===== src/design/acf_pkg.sv =====
`timescale 1ns / 1ps
`default_nettype none
package acf_pkg;

  // Field widths of the channels.
  localparam int ACC_W      = 16;
  localparam int RATE_W     = 16;
  localparam int MS_W       = 10;
  localparam int ANG_W      = 17;
  localparam int W_W        = 16;
  localparam int CFG_IDX_W  = 8;
  localparam int CFG_DATA_W = 16;

  // Internal widths.
  localparam int G_W        = 17;  // rate minus offset
  localparam int PROD_W     = 26;  // |rate| * elapsed_ms
  localparam int NUM_W      = 28;  // reduced dividend
  localparam int RECIP_W    = 29;  // reciprocal of 125
  localparam int QP_W       = 57;  // dividend times reciprocal
  localparam int Q_W        = 21;  // useful quotient bits
  localparam int D_W        = 22;  // signed angle step
  localparam int CX_W       = 34;  // CORDIC x and y
  localparam int CZ_W       = 36;  // CORDIC angle, 24 fraction bits
  localparam int ACCANG_W   = 20;  // rounded accelerometer angle
  localparam int SUM_W      = 23;  // angle plus step
  localparam int P1_W       = 40;
  localparam int P2_W       = 38;
  localparam int BL_W       = 41;
  localparam int YT_W       = 24;  // biased yaw before wrapping
  localparam int CNT_W      = 5;

  localparam int CORDIC_STEPS = 16;
  localparam int STEP_IDX_W   = 4;
  localparam int WRAP_STEPS   = 5;

  // Rate step: q = floor((16*|g|*ms + 500) / 1000) = floor((2*|g|*ms + 62) / 125).
  // The division by 125 is a multiply by ceil(2^35 / 125) and a shift by 35, which
  // is exact for every dividend below 2^28.
  localparam int                 RECIP_SHIFT = 35;
  localparam logic [NUM_W-1:0]   NUM_BIAS    = 28'd62;
  localparam logic [RECIP_W-1:0] RECIP_M     = 29'd274877907;

  localparam int HALF_TURN   = 46080;
  localparam int FULL_TURN   = 92160;
  localparam int WRAP_OFFSET = 1520640;  // half turn plus sixteen full turns
  localparam logic signed [CZ_W-1:0] QUARTER_Z = 36'sd1509949440;
  localparam logic signed [CZ_W-1:0] ROUND_Z   = 36'sd32768;

  // Register indexes.
  localparam logic [CFG_IDX_W-1:0] REG_BLEND_WEIGHT = 8'd0;
  localparam logic [CFG_IDX_W-1:0] REG_GYRO_OFF_X   = 8'd1;
  localparam logic [CFG_IDX_W-1:0] REG_GYRO_OFF_Y   = 8'd2;
  localparam logic [CFG_IDX_W-1:0] REG_GYRO_OFF_Z   = 8'd3;
  localparam logic [W_W-1:0]       BLEND_RESET      = 16'd64225;

  typedef enum logic [3:0] {
    ST_IDLE,
    ST_PREP,
    ST_DINIT,
    ST_RUN,
    ST_MUL,
    ST_SUM,
    ST_WRAP,
    ST_COMMIT,
    ST_DONE
  } state_t;

  typedef struct packed {
    logic                  load;
    logic                  prep;
    logic                  div_init;
    logic                  cordic_step;
    logic [STEP_IDX_W-1:0] step_idx;
    logic                  mul;
    logic                  sum;
    logic                  wrap_step;
    logic [2:0]            wrap_k;
    logic                  commit;
    logic                  out_load;
  } ctrl_t;

  // atan(2^-i) in degrees with 24 fraction bits.
  function automatic logic signed [CZ_W-1:0] atan_entry(input logic [STEP_IDX_W-1:0] i);
    logic signed [CZ_W-1:0] v;
    case (i)
      4'd0:  v = 36'sd754974720;
      4'd1:  v = 36'sd445687602;
      4'd2:  v = 36'sd235489088;
      4'd3:  v = 36'sd119537938;
      4'd4:  v = 36'sd60000934;
      4'd5:  v = 36'sd30029717;
      4'd6:  v = 36'sd15018523;
      4'd7:  v = 36'sd7509720;
      4'd8:  v = 36'sd3754917;
      4'd9:  v = 36'sd1877466;
      4'd10: v = 36'sd938734;
      4'd11: v = 36'sd469367;
      4'd12: v = 36'sd234684;
      4'd13: v = 36'sd117342;
      4'd14: v = 36'sd58671;
      4'd15: v = 36'sd29335;
      default: v = '0;
    endcase
    return v;
  endfunction

endpackage
`default_nettype wire


===== src/design/acf_ctrl.sv =====
`timescale 1ns / 1ps
`default_nettype none
module acf_ctrl (
  input  wire logic    clk,
  input  wire logic    rst_n,
  input  wire logic    in_valid,
  input  wire logic    out_ready,
  output logic         in_ready,
  output logic         out_valid,
  output acf_pkg::ctrl_t ctrl
);
  import acf_pkg::*;

  state_t           state_r, state_nxt;
  logic [CNT_W-1:0] cnt_r, cnt_nxt;
  logic             out_valid_r, out_valid_nxt;
  logic             out_free;

  assign out_free = !out_valid_r || out_ready;

  // Next state.
  always_comb begin
    state_nxt = state_r;
    case (state_r)
      ST_IDLE:   if (in_valid) state_nxt = ST_PREP;
      ST_PREP:   state_nxt = ST_DINIT;
      ST_DINIT:  state_nxt = ST_RUN;
      ST_RUN:    if (cnt_r == CNT_W'(CORDIC_STEPS - 1)) state_nxt = ST_MUL;
      ST_MUL:    state_nxt = ST_SUM;
      ST_SUM:    state_nxt = ST_WRAP;
      ST_WRAP:   if (cnt_r == CNT_W'(WRAP_STEPS - 1)) state_nxt = ST_COMMIT;
      ST_COMMIT: state_nxt = ST_DONE;
      ST_DONE:   if (out_free) state_nxt = ST_IDLE;
      default:   state_nxt = ST_IDLE;
    endcase
  end

  // Step counter restarts on every state change.
  assign cnt_nxt = (state_nxt != state_r) ? '0 : cnt_r + 1'b1;

  // Commands to the datapath.
  always_comb begin
    ctrl = '0;
    in_ready = 1'b0;
    case (state_r)
      ST_IDLE: begin
        in_ready  = 1'b1;
        ctrl.load = in_valid;
      end
      ST_PREP:  ctrl.prep = 1'b1;
      ST_DINIT: ctrl.div_init = 1'b1;
      ST_RUN: begin
        ctrl.cordic_step = 1'b1;
        ctrl.step_idx    = cnt_r[STEP_IDX_W-1:0];
      end
      ST_MUL: ctrl.mul = 1'b1;
      ST_SUM: ctrl.sum = 1'b1;
      ST_WRAP: begin
        ctrl.wrap_step = 1'b1;
        ctrl.wrap_k    = 3'(CNT_W'(WRAP_STEPS - 1) - cnt_r);
      end
      ST_COMMIT: ctrl.commit = 1'b1;
      ST_DONE:   ctrl.out_load = out_free;
      default: ;
    endcase
  end

  // Result valid flag.
  always_comb begin
    out_valid_nxt = out_valid_r;
    if (out_valid_r && out_ready) out_valid_nxt = 1'b0;
    if (ctrl.out_load) out_valid_nxt = 1'b1;
  end

  always_ff @(posedge clk) begin
    if (!rst_n) begin
      state_r     <= ST_IDLE;
      cnt_r       <= '0;
      out_valid_r <= 1'b0;
    end else begin
      state_r     <= state_nxt;
      cnt_r       <= cnt_nxt;
      out_valid_r <= out_valid_nxt;
    end
  end

  assign out_valid = out_valid_r;

endmodule
`default_nettype wire


===== config.mk =====
export PLATFORM = sky130hd
export DESIGN_NAME = acf_ctrl
export DESIGN_NICKNAME = d
export VERILOG_FILES = /design/src/design/acf_pkg.sv /design/src/design/acf_ctrl.sv
export SDC_FILE = /design/constraint.sdc
export NUM_CORES = 1
export LEC_CHECK = 0
export ABC_AREA = 0
export BUFFER_PORTS_ARGS = -buffer_cell sky130_fd_sc_hd__clkbuf_2
export CORE_MARGIN = 1
export CORE_UTILIZATION = 35
export DETAILED_ROUTE_END_ITERATION = 12
export HOLD_SLACK_MARGIN = 0.05
export PLACE_DENSITY_LB_ADDON = 0.12
export SLEW_MARGIN = 10
export SYNTH_ARGS = -nofsm -noshare
export SYNTH_HDL_FRONTEND = slang
export SYNTH_SLANG_ARGS = --single-unit
export TNS_END_PERCENT = 30

===== constraint.sdc =====
create_clock -name clk -period 5.6 [get_ports clk]
set_clock_uncertainty 0.2 [all_clocks]
set_input_delay 0.56 -clock clk [delete_from_list [all_inputs] [get_ports clk]]
set_output_delay 0.56 -clock clk [all_outputs]
set_load 0.01 [all_outputs]

==> impl_results.md <==
* Headroom to the max-slew limit at 0.540
* Number of warnings printed during yosys synthesis at 0
* Worst hold endpoint: cnt_r[0]
* CP Max Fanout at 11
* Startpoint type of the worst setup path: register
* Overflow left after global routing at 0
* Finish-stage setup viols at 0
* Total number of placement rows at 16
* Post-detailed-route via-to-cell ratio at 4.75
* Unrepaired setup endpoints after global routing: no
* Initial core utilization at 0.376
* Count of nets left with antenna violations after detail routing at 0
* Final Max Tran Viols at 0
* Portion of synthesized cell area occupied by the leading cell type at 0.269
* Postcts setup bufs at 0
* I/O pin cnt at 22
* Final wirelength at 1390 um
* Core area at 0.00198 mm2
* Wire length of the first global-routing pass at ~2200 um
* Number of antenna violations at the first check in global routing at 0
* Clock buffer count from CTS at 3
* Cell-by-cell trace of the critical path: nand2_2 -> nor3_1 -> and2_1 -> clkbuf_2
* Quantity of hold-fixing buffers added after cts at 0
* Achievable clock frequency at around 410 MHz
* Slowest stage cell, crit path: sky130_fd_sc_hd__dfxtp_1
* Largest incremental delay on the critical path at roughly 0.63 ns
* Launching element of the worst setup path: state_r[0]
* Final hold slack at between 0.3 and 0.4 ns
* Sequential share of power at 0.443
* Origin of the critical flop-to-flop path: cnt_r[0]
* Drt wl/cell at 11.1 um
* Cell-internal power at roughly 130 uW
* Portion of total power attributed to the clock network at 0.363
* Cells after synthesis at 80
* Total of cells resized after clock tree synthesis at 0
* Hold Startpoint: cnt_r[0]
* Max clock buf depth at 2
* Length of the first detailed-routing pass in iterations at 4
* Residual DRC at 0
* Shortest period the worst path allows at between 2 and 2.5 ns
* Share of power burned in combinational logic at 0.194
* Power density cells at 211 mW/mm2
* Post-synthesis net count at 87
* Library cells used by synthesis at 38
* Worst EP arrival at between 1.5 and 2 ns
* Outcome: finished clean
* Die outline area at between 0.002 and 0.0025 mm2
* Final worst-path cycle share at 0.435
* Dpl cell area at between 800 and 900 um2
* Starting DRC count in detailed routing at 8
* Fraction of registers with async set or reset after synthesis at 0
* Element type at the critical path end: primary output
* Register-to-Register Setup Slack at between 3 and 4 ns
* Static leakage at roughly 0.00036 uW
* Via count of the first global-routing pass at 508
* Ys flop type: sky130_fd_sc_hd__dfxtp_1
* Psw at between 50 and 60 uW
* Area added between synthesis and finish at 17.3%
* Maximum number of pins on one net before global-route repair at 18
* Sequential area share after synthesis at 0.269
* Transition time at the pin with the least slew margin at between 0.6 and 0.7 ns
* Overall die width at a little under 50 um
* H-Tree Depth at 1
* Largest cells by area after synthesis: sky130_fd_sc_hd__dfxtp_1, sky130_fd_sc_hd__and2_1, sky130_fd_sc_hd__nor3_2
* Total count of hold-check failures in the final report at 0
* Cell depth of the worst flop-to-flop path at 7
* Total number of clock tree sinks at 10
* # port buffers at 21
* Total global routing track utilization at 0.139
* Final-layout setup total negative slack at 0 ns
* Total non-filler cell area in the finished layout at about 870 um2
* Hold Path Stages at 1
* Post-synthesis sequential element count at 10
* Number of synthesized flops with an enable pin at 0
* Worst-path clk slew at approximately 0.07 ns
* Capture point of the worst reg-to-reg path: cnt_r[1]
* Max Cap Violations at 0
* Fraction of final layout cells with drive strength greater than 1 at 0.414
* Worst slack after detailed placement at roughly 3.4 ns
* Leading area contributor after synthesis: sky130_fd_sc_hd__dfxtp_1
* Total standard cell area after synthesis at approximately 740 um2
* Number of vias in the routed layout at between 500 and 600
* # nets final at 107
* Maximum resistive drop on vdd at around 0.12 mV
* Post-DP HPWL at roughly 1100 um
* GP Congestion at slightly above 0.7
* Data required time of the critical path at between 4 and 5 ns
* Average cell area after synthesis at 9.31 um2
* Slack of the critical path at about 3.2 ns
* Sw frac at 0.289
* Cell at the root of the clock tree: sky130_fd_sc_hd__clkbuf_4
* Overall power of the completed layout at between 150 and 200 uW
* Worst hold path class: register to register
* # diodes at 0
* Clock latency on the worst-skew pair at ~0.28 ns
* Setup CP Type: register to primary output
* Die Span Y at about 48 um
* Clock tree from TritonCTS: built
[cell usage after synthesis, types with 3 or more instances]
master,number
sky130_fd_sc_hd__nor2b_1,3
sky130_fd_sc_hd__a21oi_1,3
sky130_fd_sc_hd__nor3_2,4
sky130_fd_sc_hd__inv_1,3
sky130_fd_sc_hd__nor2_1,7
sky130_fd_sc_hd__nor3_1,4
sky130_fd_sc_hd__ha_1,3
sky130_fd_sc_hd__dfxtp_1,10
sky130_fd_sc_hd__and2_1,7
sky130_fd_sc_hd__xor2_1,3
[worst max-delay path: cells and delay by family, from the launching register on]
family | cells | cell delay [ns]
buf+inv | 1 | 0.12
flops | 1 | 0.63
simple gates | 3 | 0.64
[power by group through the flow]
stage / sequential (uW) / clock (uW) / combinational, uW
after detailed placement: 83.3 / 0 / 36.2
final: 81.5 / 66.7 / 35.7
after global placement: 83.2 / 0 / 36.7
after floorplan: 78.0 / 0 / 34.7
after global routing: 82.5 / 71.9 / 39.9
after CTS: 81.6 / 69.4 / 36.4
[sequential cells by signal (all words and copies together), names as in the netlist]
register and flops:
cnt_r 5, out_valid 1, state_r 4
[how the worst max path moves through the flow]
stage,end,cells past startpoint
floorplan,ctrl[10],4
global placement,ctrl[10],4
detailed placement,ctrl[11],4
CTS,ctrl[11],4
global route,ctrl[11],4
finish,ctrl[11],4
[final cells by class]
class | instances | area (um2)
multi-input combinational | 60 | 483
tap | 27 | 33.8
timing repair buffer | 21 | 105
inverter | 4 | 15.0
fill | 199 | 1110
clock buffer | 4 | 36.3
sequential | 10 | 200
[per-layer routing]
layer / vias up / routed length, um / global-route usage
met4: 0 / 44 / 0.100
met1: 262 / 732 / 0.200
li1: 316 / - / -
met5: - / 0 / 0
met3: 5 / 55 / 0.0222
met2: 16 / 561 / 0.184
[placed cells by master, fill, tap and decap left out, types with 2 or more instances in the layout]
cell type	instances
sky130_fd_sc_hd__inv_1	3
sky130_fd_sc_hd__nor4_1	2
sky130_fd_sc_hd__dfxtp_1	10
sky130_fd_sc_hd__ha_1	3
sky130_fd_sc_hd__nor3_1	4
sky130_fd_sc_hd__clkbuf_4	3
sky130_fd_sc_hd__nand2b_1	2
sky130_fd_sc_hd__and2_1	7
sky130_fd_sc_hd__nor2_1	7
sky130_fd_sc_hd__nor2b_1	3
sky130_fd_sc_hd__clkbuf_2	21
sky130_fd_sc_hd__a21oi_1	3
sky130_fd_sc_hd__nor3_2	4
sky130_fd_sc_hd__xor2_1	3
sky130_fd_sc_hd__nor4b_1	2
[per-stage QoR]
step	utilization	instances
floorplan	-	80
CTS	0.441	126
detailed placement	0.422	122
global route	0.441	126
finish	0.441	126
global placement	0.422	122
[kinds of logic (layout without fill, tap and decap cells)]
kind of cell / after synthesis / count (layout) / share of synthesized area
compound gates: 10 / 10 / 0.111
flops: 10 / 10 / 0.269
buf+inv: 10 / 29 / 0.0823
fa+ha+maj: 3 / 3 / 0.0504
xor+xnor: 4 / 4 / 0.0471
simple gates: 43 / 43 / 0.440
Note: power is estimated with default switching activity, not from simulation.
